===== config.mk =====
export PLATFORM = sky130hd
export DESIGN_NAME = trimmed_mean_ladder_key_decode_unit
export DESIGN_NICKNAME = d
export VERILOG_FILES = /design/src/hw/rtl/tmlk_pkg.sv /design/src/hw/rtl/trimmed_mean_ladder_key_decode_unit.sv /design/src/hw/rtl/tmlk_cfg.sv /design/src/hw/rtl/tmlk_window.sv /design/src/hw/rtl/tmlk_match.sv
export SDC_FILE = /design/constraint.sdc
export NUM_CORES = 2
export LEC_CHECK = 0
export ABC_CLOCK_PERIOD_IN_PS = 6500
export BUFFER_PORTS_ARGS = -buffer_cell sky130_fd_sc_hd__buf_4
export CAP_MARGIN = 20
export CORE_MARGIN = 4
export CORE_UTILIZATION = 53
export DETAILED_ROUTE_END_ITERATION = 10
export HOLD_SLACK_MARGIN = 0.03
export PLACE_DENSITY = 0.72
export SKIP_CTS_REPAIR_TIMING = 1
export SLEW_MARGIN = 30
export SYNTH_ARGS = -nofsm -noshare
export SYNTH_HDL_FRONTEND = slang
export SYNTH_HIERARCHICAL = 1
export SYNTH_SLANG_ARGS = --single-unit

===== constraint.sdc =====
create_clock -name clk -period 6.5 [get_ports clk]
set_clock_uncertainty 0.05 [all_clocks]
set_input_delay 0.325 -clock clk [delete_from_list [all_inputs] [get_ports clk]]
set_output_delay 0.325 -clock clk [all_outputs]
set_load 0.005 [all_outputs]

===== src/hw/rtl/tmlk_pkg.sv =====
// ----------------------------------------------------------------------------
// tmlk_pkg
// Shared widths, register codes, reset values and types for the trimmed-mean
// ladder key decoder.
// ----------------------------------------------------------------------------
package tmlk_pkg;

  localparam int WINDOW     = 10;
  localparam int NUM_KEYS   = 6;
  localparam int NUM_LEVELS = 6;

  localparam int SAMPLE_W = 12;
  localparam int SUPPLY_W = 12;
  localparam int LEVEL_W  = 10;
  localparam int SUM_W    = 16;
  localparam int CNT_W    = 4;
  localparam int INDEX_W  = 3;
  localparam int PROD_W   = 22;

  localparam int DIVISOR  = (WINDOW > 2) ? (WINDOW - 2) : 1;
  localparam int PERMILLE = 1000;

  localparam logic [SAMPLE_W-1:0] SAMPLE_MAX = {SAMPLE_W{1'b1}};

  localparam int APB_ADDR_W = 5;
  localparam int APB_DATA_W = 32;

  localparam logic [2:0] REG_SUPPLY  = 3'd0;
  localparam logic [2:0] REG_LEVEL_1 = 3'd1;
  localparam logic [2:0] REG_LEVEL_2 = 3'd2;
  localparam logic [2:0] REG_LEVEL_3 = 3'd3;
  localparam logic [2:0] REG_LEVEL_4 = 3'd4;
  localparam logic [2:0] REG_LEVEL_5 = 3'd5;
  localparam logic [2:0] REG_LEVEL_6 = 3'd6;

  localparam logic [SUPPLY_W-1:0] SUPPLY_RESET = SUPPLY_W'(3106);
  localparam logic [LEVEL_W-1:0] LEVEL_RESET [NUM_LEVELS] = '{
    LEVEL_W'(220), LEVEL_W'(384), LEVEL_W'(525),
    LEVEL_W'(673), LEVEL_W'(830), LEVEL_W'(990)
  };

  typedef logic [PROD_W-1:0] prod_t;

  typedef struct packed {
    logic                valid;
    logic [SAMPLE_W-1:0] mean;
  } win_res_t;

endpackage


===== src/hw/rtl/trimmed_mean_ladder_key_decode_unit.sv =====
// ----------------------------------------------------------------------------
// trimmed_mean_ladder_key_decode_unit
// Windowed trimmed-mean filter and resistor-ladder key band decoder.
// ----------------------------------------------------------------------------
// Takes one sample request per cycle while in_ready is high. Each sample
// updates the window count, sum, minimum and maximum; every WINDOW-th sample
// closes the window and produces one result (trimmed mean, key found flag
// and key index), passing the sample register, the mean register and the
// result register in turn. A result waiting at the output stalls the input
// only once the mean register also holds a result and yet another window
// closes behind them. Register writes take effect for samples accepted
// from the next cycle on; the band products are registered from the new
// values in the cycle after a write.
module trimmed_mean_ladder_key_decode_unit (
  input  logic                            clk,
  input  logic                            rst_n,
  input  logic                            in_valid,
  output logic                            in_ready,
  input  logic [tmlk_pkg::SAMPLE_W-1:0]   in_sample_mv,
  output logic                            out_valid,
  input  logic                            out_ready,
  output logic [tmlk_pkg::SAMPLE_W-1:0]   out_mean_mv,
  output logic                            out_key_found,
  output logic [tmlk_pkg::INDEX_W-1:0]    out_key_index,
  input  logic                            cfg_psel,
  input  logic                            cfg_penable,
  input  logic                            cfg_pwrite,
  input  logic [tmlk_pkg::APB_ADDR_W-1:0] cfg_paddr,
  input  logic [tmlk_pkg::APB_DATA_W-1:0] cfg_pwdata,
  output logic [tmlk_pkg::APB_DATA_W-1:0] cfg_prdata,
  output logic                            cfg_pready
);
  import tmlk_pkg::*;

  prod_t    prod [NUM_LEVELS];
  win_res_t res;
  logic     res_ready;

  tmlk_cfg u_cfg (
    .clk         (clk),
    .rst_n       (rst_n),
    .cfg_psel    (cfg_psel),
    .cfg_penable (cfg_penable),
    .cfg_pwrite  (cfg_pwrite),
    .cfg_paddr   (cfg_paddr),
    .cfg_pwdata  (cfg_pwdata),
    .cfg_prdata  (cfg_prdata),
    .cfg_pready  (cfg_pready),
    .prod        (prod)
  );

  tmlk_window u_window (
    .clk          (clk),
    .rst_n        (rst_n),
    .in_valid     (in_valid),
    .in_ready     (in_ready),
    .in_sample_mv (in_sample_mv),
    .res          (res),
    .res_ready    (res_ready)
  );

  tmlk_match u_match (
    .clk           (clk),
    .rst_n         (rst_n),
    .res           (res),
    .res_ready     (res_ready),
    .prod          (prod),
    .out_valid     (out_valid),
    .out_ready     (out_ready),
    .out_mean_mv   (out_mean_mv),
    .out_key_found (out_key_found),
    .out_key_index (out_key_index)
  );

endmodule


===== src/hw/rtl/tmlk_cfg.sv =====
// ----------------------------------------------------------------------------
// tmlk_cfg
// APB register file for supply and ladder levels; keeps the per-band
// level*supply products registered for the key matcher.
// ----------------------------------------------------------------------------
module tmlk_cfg (
  input  logic                             clk,
  input  logic                             rst_n,
  input  logic                             cfg_psel,
  input  logic                             cfg_penable,
  input  logic                             cfg_pwrite,
  input  logic [tmlk_pkg::APB_ADDR_W-1:0]  cfg_paddr,
  input  logic [tmlk_pkg::APB_DATA_W-1:0]  cfg_pwdata,
  output logic [tmlk_pkg::APB_DATA_W-1:0]  cfg_prdata,
  output logic                             cfg_pready,
  output tmlk_pkg::prod_t                  prod [tmlk_pkg::NUM_LEVELS]
);
  import tmlk_pkg::*;

  logic [SUPPLY_W-1:0] supply_r;
  logic [LEVEL_W-1:0]  level_r [NUM_LEVELS];
  prod_t               prod_r  [NUM_LEVELS];
  logic                wr_en;
  logic [2:0]          reg_idx;

  assign cfg_pready = 1'b1;
  assign wr_en      = cfg_psel & cfg_penable & cfg_pwrite;
  assign reg_idx    = cfg_paddr[APB_ADDR_W-1:2];

  always_ff @(posedge clk) begin
    if (!rst_n) begin
      supply_r <= SUPPLY_RESET;
      for (int k = 0; k < NUM_LEVELS; k++) begin
        level_r[k] <= LEVEL_RESET[k];
      end
    end else if (wr_en) begin
      case (reg_idx)
        REG_SUPPLY:  supply_r   <= cfg_pwdata[SUPPLY_W-1:0];
        REG_LEVEL_1: level_r[0] <= cfg_pwdata[LEVEL_W-1:0];
        REG_LEVEL_2: level_r[1] <= cfg_pwdata[LEVEL_W-1:0];
        REG_LEVEL_3: level_r[2] <= cfg_pwdata[LEVEL_W-1:0];
        REG_LEVEL_4: level_r[3] <= cfg_pwdata[LEVEL_W-1:0];
        REG_LEVEL_5: level_r[4] <= cfg_pwdata[LEVEL_W-1:0];
        REG_LEVEL_6: level_r[5] <= cfg_pwdata[LEVEL_W-1:0];
        default: ;
      endcase
    end
  end

  always_ff @(posedge clk) begin
    if (!rst_n) begin
      for (int k = 0; k < NUM_LEVELS; k++) begin
        prod_r[k] <= PROD_W'(LEVEL_RESET[k]) * PROD_W'(SUPPLY_RESET);
      end
    end else begin
      for (int k = 0; k < NUM_LEVELS; k++) begin
        prod_r[k] <= PROD_W'(level_r[k]) * PROD_W'(supply_r);
      end
    end
  end

  assign prod = prod_r;

  always_comb begin
    case (reg_idx)
      REG_SUPPLY:  cfg_prdata = APB_DATA_W'(supply_r);
      REG_LEVEL_1: cfg_prdata = APB_DATA_W'(level_r[0]);
      REG_LEVEL_2: cfg_prdata = APB_DATA_W'(level_r[1]);
      REG_LEVEL_3: cfg_prdata = APB_DATA_W'(level_r[2]);
      REG_LEVEL_4: cfg_prdata = APB_DATA_W'(level_r[3]);
      REG_LEVEL_5: cfg_prdata = APB_DATA_W'(level_r[4]);
      REG_LEVEL_6: cfg_prdata = APB_DATA_W'(level_r[5]);
      default:     cfg_prdata = '0;
    endcase
  end

endmodule


===== src/hw/rtl/tmlk_window.sv =====
// ----------------------------------------------------------------------------
// tmlk_window
// Sample register, window count/sum/min/max, and trimmed-mean register
// loaded on the last sample of each window.
// ----------------------------------------------------------------------------
module tmlk_window (
  input  logic                          clk,
  input  logic                          rst_n,
  input  logic                          in_valid,
  output logic                          in_ready,
  input  logic [tmlk_pkg::SAMPLE_W-1:0] in_sample_mv,
  output tmlk_pkg::win_res_t            res,
  input  logic                          res_ready
);
  import tmlk_pkg::*;

  logic                a_valid_r;
  logic [SAMPLE_W-1:0] a_sample_r;
  logic [CNT_W-1:0]    cnt_r;
  logic [SUM_W-1:0]    sum_r;
  logic [SAMPLE_W-1:0] min_r;
  logic [SAMPLE_W-1:0] max_r;
  logic                b_valid_r;
  logic [SAMPLE_W-1:0] b_mean_r;

  logic [CNT_W-1:0]    cnt_nxt;
  logic [SUM_W-1:0]    sum_nxt;
  logic [SAMPLE_W-1:0] min_nxt;
  logic [SAMPLE_W-1:0] max_nxt;
  logic [SAMPLE_W:0]   ends_sum;
  logic [SUM_W-1:0]    trimmed;
  logic [SUM_W-1:0]    quot;
  logic [SAMPLE_W-1:0] mean_nxt;
  logic                done;
  logic                b_free;
  logic                a_go;

  always_comb begin
    sum_nxt  = sum_r + SUM_W'(a_sample_r);
    min_nxt  = (a_sample_r < min_r) ? a_sample_r : min_r;
    max_nxt  = (a_sample_r > max_r) ? a_sample_r : max_r;
    cnt_nxt  = cnt_r + CNT_W'(1);
    done     = !(({1'b0, cnt_nxt} < (CNT_W + 1)'(WINDOW)) && (cnt_nxt != '0));
    ends_sum = {1'b0, min_nxt} + {1'b0, max_nxt};
    if ((SUM_W + 1)'(ends_sum) > (SUM_W + 1)'(sum_nxt)) begin
      trimmed = '0;
    end else begin
      trimmed = sum_nxt - SUM_W'(ends_sum);
    end
    quot     = trimmed / SUM_W'(DIVISOR);
    mean_nxt = (quot > SUM_W'(SAMPLE_MAX)) ? SAMPLE_MAX : quot[SAMPLE_W-1:0];
  end

  assign b_free   = !b_valid_r | res_ready;
  assign a_go     = a_valid_r & (!done | b_free);
  assign in_ready = !a_valid_r | a_go;

  always_ff @(posedge clk) begin
    if (!rst_n) begin
      a_valid_r <= 1'b0;
    end else if (in_ready) begin
      a_valid_r <= in_valid;
    end
  end

  always_ff @(posedge clk) begin
    if (in_ready && in_valid) begin
      a_sample_r <= in_sample_mv;
    end
  end

  always_ff @(posedge clk) begin
    if (!rst_n) begin
      cnt_r <= '0;
      sum_r <= '0;
      min_r <= SAMPLE_MAX;
      max_r <= '0;
    end else if (a_go) begin
      if (done) begin
        cnt_r <= '0;
        sum_r <= '0;
        min_r <= SAMPLE_MAX;
        max_r <= '0;
      end else begin
        cnt_r <= cnt_nxt;
        sum_r <= sum_nxt;
        min_r <= min_nxt;
        max_r <= max_nxt;
      end
    end
  end

  always_ff @(posedge clk) begin
    if (!rst_n) begin
      b_valid_r <= 1'b0;
    end else if (b_free) begin
      b_valid_r <= a_go & done;
    end
  end

  always_ff @(posedge clk) begin
    if (b_free && a_go && done) begin
      b_mean_r <= mean_nxt;
    end
  end

  assign res.valid = b_valid_r;
  assign res.mean  = b_mean_r;

endmodule


===== src/hw/rtl/tmlk_match.sv =====
// ----------------------------------------------------------------------------
// tmlk_match
// Band search of the trimmed mean against the scaled ladder levels, and the
// result register.
// ----------------------------------------------------------------------------
module tmlk_match (
  input  logic                          clk,
  input  logic                          rst_n,
  input  tmlk_pkg::win_res_t            res,
  output logic                          res_ready,
  input  tmlk_pkg::prod_t               prod [tmlk_pkg::NUM_LEVELS],
  output logic                          out_valid,
  input  logic                          out_ready,
  output logic [tmlk_pkg::SAMPLE_W-1:0] out_mean_mv,
  output logic                          out_key_found,
  output logic [tmlk_pkg::INDEX_W-1:0]  out_key_index
);
  import tmlk_pkg::*;

  logic                out_valid_r;
  logic [SAMPLE_W-1:0] mean_r;
  logic                found_r;
  logic [INDEX_W-1:0]  index_r;

  prod_t               scaled;
  prod_t               lo;
  logic                found_nxt;
  logic [INDEX_W-1:0]  index_nxt;

  // mean <= level*supply/1000 exactly when 1000*mean <= level*supply
  always_comb begin
    scaled    = prod_t'(res.mean) * prod_t'(PERMILLE);
    found_nxt = 1'b0;
    index_nxt = '0;
    for (int i = NUM_KEYS - 1; i >= 0; i--) begin
      lo = (i == 0) ? '0 : prod[(i == 0) ? 0 : i - 1];
      if ((lo < scaled) && (scaled <= prod[i])) begin
        found_nxt = 1'b1;
        index_nxt = INDEX_W'(i);
      end
    end
  end

  assign res_ready = !out_valid_r | out_ready;

  always_ff @(posedge clk) begin
    if (!rst_n) begin
      out_valid_r <= 1'b0;
    end else if (res_ready) begin
      out_valid_r <= res.valid;
    end
  end

  always_ff @(posedge clk) begin
    if (res_ready && res.valid) begin
      mean_r  <= res.mean;
      found_r <= found_nxt;
      index_r <= index_nxt;
    end
  end

  assign out_valid     = out_valid_r;
  assign out_mean_mv   = mean_r;
  assign out_key_found = found_r;
  assign out_key_index = index_r;

endmodule

==> results.toml <==
[sta]
finalCritPeriodShare_pct = 95.20
setup_viol = 0
timing.hold.ws_ns = 0.04236
fin_crit_ns = 6.188
clock.fmax_mhz = 161.6
relSlewSlack_pct = 37.91
drv_slew = 0
worst_pin_slew_ns = 0.9283
hold_viol_final = 0
timing.final.ws_setup_ns = 0.3119

[global_route]
grt_pass1_wl_um = 175700
antenna_found_initial = 0
grt_pass1_vias = 33540
grt_start_max_net_pins = 127
gr-total-overflow = 0
gr-usage-all-layers_pct = 26.58

[pwr]
leakagePower_nw = 22.31
power_density_nw_per_um2 = 200.6
ir_drop_mv = 0.1785

[clocking]
cts_max_path_buffers = 3
htree_levels = 2
clock-sinks = 291
path_clk_slew_ns = 0.06
insertion_delay_ns = 0.57
clockRootBuffer = "clkbuf_16"
cts_buffers = 34
cts_tree = "done"

[place]
post-place-ws_ns = 0.1507
dpl_cell_area_um2 = 43340
numPortBuffers = 63
hpwl_um = 83910
gp_congestion = 0.9130

[final_layout]
diodes = 0
utilization_pct = 57.82
area_growth_pct = 7.929
final_cell_area_um2 = 44860
num-nets-final = 5753
layout-drive-gt1-share_pct = 7.967

[detailed_routing]
viasPerCell = 5.655
wl_per_cell_um = 18.93
remaining_drc_errors = 0
via_count = 32220
finalWirelength_um = 107800
postRouteAntennaNets = 0
first_iter_violations = 2286
first_pass_iters = 8

[yosys]
synth_edf_count = 100
synth_top_family_by_area = "adder cells"
syn-cell-area_um2 = 41570
synth_flop_cell = "dfxtp_1"
synthTopCellsByArea = "fa_1, ha_1, dfxtp_1, edfxtp_1, and2_1"
synth_commonest_cells = "inv_1, ha_1, nand2_1"
ys_seq_elements = 291
ys_warn_count = 6
yosysTopAreaCellShare_pct = 24.42
yosysMostFrequentCell = "inv_1"
synth_compound_area_share_pct = 11.22
synth_xor_area_share_pct = 3.119
syn_avg_cell_area_um2 = 8.995
synth_fa_ha_area_share_pct = 41.37
yosys.area.top_type = "fa_1"
yosys.area_share.simple_pct = 17.40
muxShareOfSynthArea_pct = 1.469
ys_types = 107
async_flop_share_pct = 0
synth.yosys.seq_area_share_pct = 16.42
synthCells = 4621

[run]
drv_cap = 0

[floorplanning]
fp-row-count = 102
core_um2 = 77590
ios = 107
die_w_um = 288.0
dieArea_um2 = 82970
start_util_pct = 53.57
die_height_um = 288.0

[setup_path]
critical_path.max_fanout = 4
worstSetupPathType = "reg -> reg"
startpoint_type = "flip-flop"
path_cells = "fa_1, xor2_1, ha_1, inv_1, fa_1, fa_1, inv_2, ha_4, o21ai_2, o211ai_1, nand4_1, a211o_1, o21ai_2, xnor2_2, inv_1, ha_2, or3_1, o21ai_1, a21oi_1, maj3_2, and2_1, o32a_1, a21boi_2, nand4b_1"
crit_arrival_ns = 6.44
cpPeakStageDelay_ns = 0.63
critical-path-slowest-cell = "fa_1"
cp.required_ns = 6.75
rrSetupSlack_ns = 0.31
crit_top_cell = "fa_1"
critPathCaptureType = "flip-flop"

[run_status]
status = "finished, final reports clean"

[hold_path]
hold_class = "in -> reg"
layer usage:
layer  global-route usage [%]  vias to the layer above  share of wire [%]
li1                         -                    15000                  -
met1                    34.50                    16030                 42
met3                    3.690                      208                6.6
met5                        0                        -                  0
met4                    8.784                        0                3.5
met2                    45.80                      979                 48
state kept, by name, summed over array words and instances, names as in the netlist:
signal,flops
u_cfg/prod,132
u_cfg/level_r,60
u_window/sum_r,16
u_cfg/supply_r,12
u_match/out_mean_mv,12
u_window/a_sample_r,12
u_window/b_mean_r,12
u_window/max_r,12
u_window/min_r,12
u_window/cnt_r,4
u_match/out_key_index,3
u_match/out_key_found,1
u_match/out_valid,1
u_window/a_valid_r,1
u_window/b_valid_r,1
report_power, final:
group          internal [mW]  switching, mW
Combinational           1.93           2.66
Sequential              2.17          0.212
Clock                   1.18          0.853
metrics by stage:
| step | setup TNS, ns | power (mW) | cells |
|---|---|---|---|
| after floorplan | 0 | 5.685 | 4640 |
| after global placement | 0 | 6.863 | 5615 |
| after detailed placement | 0 | 6.918 | 5615 |
| after CTS | 0 | 9.009 | 5677 |
| after global routing | -0.03223 | 9.752 | 5697 |
| final | 0 | 9.000 | 5697 |
cell usage in the layout, fill, tap and decap left out, drive strengths merged, types with 37 or more instances in the layout:
cell | synthesis | routed
nand4 | 37 | 37
buf | 42 | 175
a21o | 80 | 80
and2 | 446 | 446
inv | 719 | 724
clkbuf | 194 | 41
nand2 | 528 | 528
a21oi | 179 | 179
xnor2 | 86 | 86
nor2b | 46 | 46
nand3 | 47 | 47
xor2 | 62 | 62
o21ai | 148 | 148
dfxtp | 191 | 191
fa | 507 | 507
nor2 | 129 | 129
ha | 559 | 559
edfxtp | 100 | 100
area by class of cell:
type / count / area, um2
repair buffers: 191 / 1599
clock inverters: 21 / 281.5
inverters: 719 / 2699
flip-flops and latches: 291 / 6842
multi-input cells: 3394 / 31230
fillers: 6940 / 32730
clock buffers: 41 / 907.1
well taps: 1040 / 1301
path summary, 6_finish.rpt:
kind	startpoint	to	cells after the start
setup / recovery	u_window/b_mean_r[1]	u_match/out_key_found	24
hold / removal	cfg_pwdata[3]	u_cfg/supply_r[3]	3
setup reg to reg	u_window/b_mean_r[1]	u_match/out_key_found	24
hold reg to reg	u_window/max_r[3]	u_window/max_r[3]	1
critical path, delay by kind of cell (launching register included):
kind                       cells  cell delay [ns]
adders and majority gates      7             2.54
AOI/OAI and AO/OA              8             1.63
and+or+nand+nor                4             0.80
DFF                            1             0.45
xor gates and xnor gates       2             0.31
buffers and inverters          3             0.19
kinds of logic (layout without fill, tap and decap cells):
logic type               after synthesis  count (layout)
adder cells (fa/ha/maj)             1071            1071
buffers and inverters                955             972
AO/OA/AOI/OAI                        693             693
XOR/XNOR                             148             148
multiplexers                          50              50
other                                  2              21
AND/OR/NAND/NOR                     1411            1411
flip-flops                           291             291
Note: power is estimated with default switching activity, not from simulation.
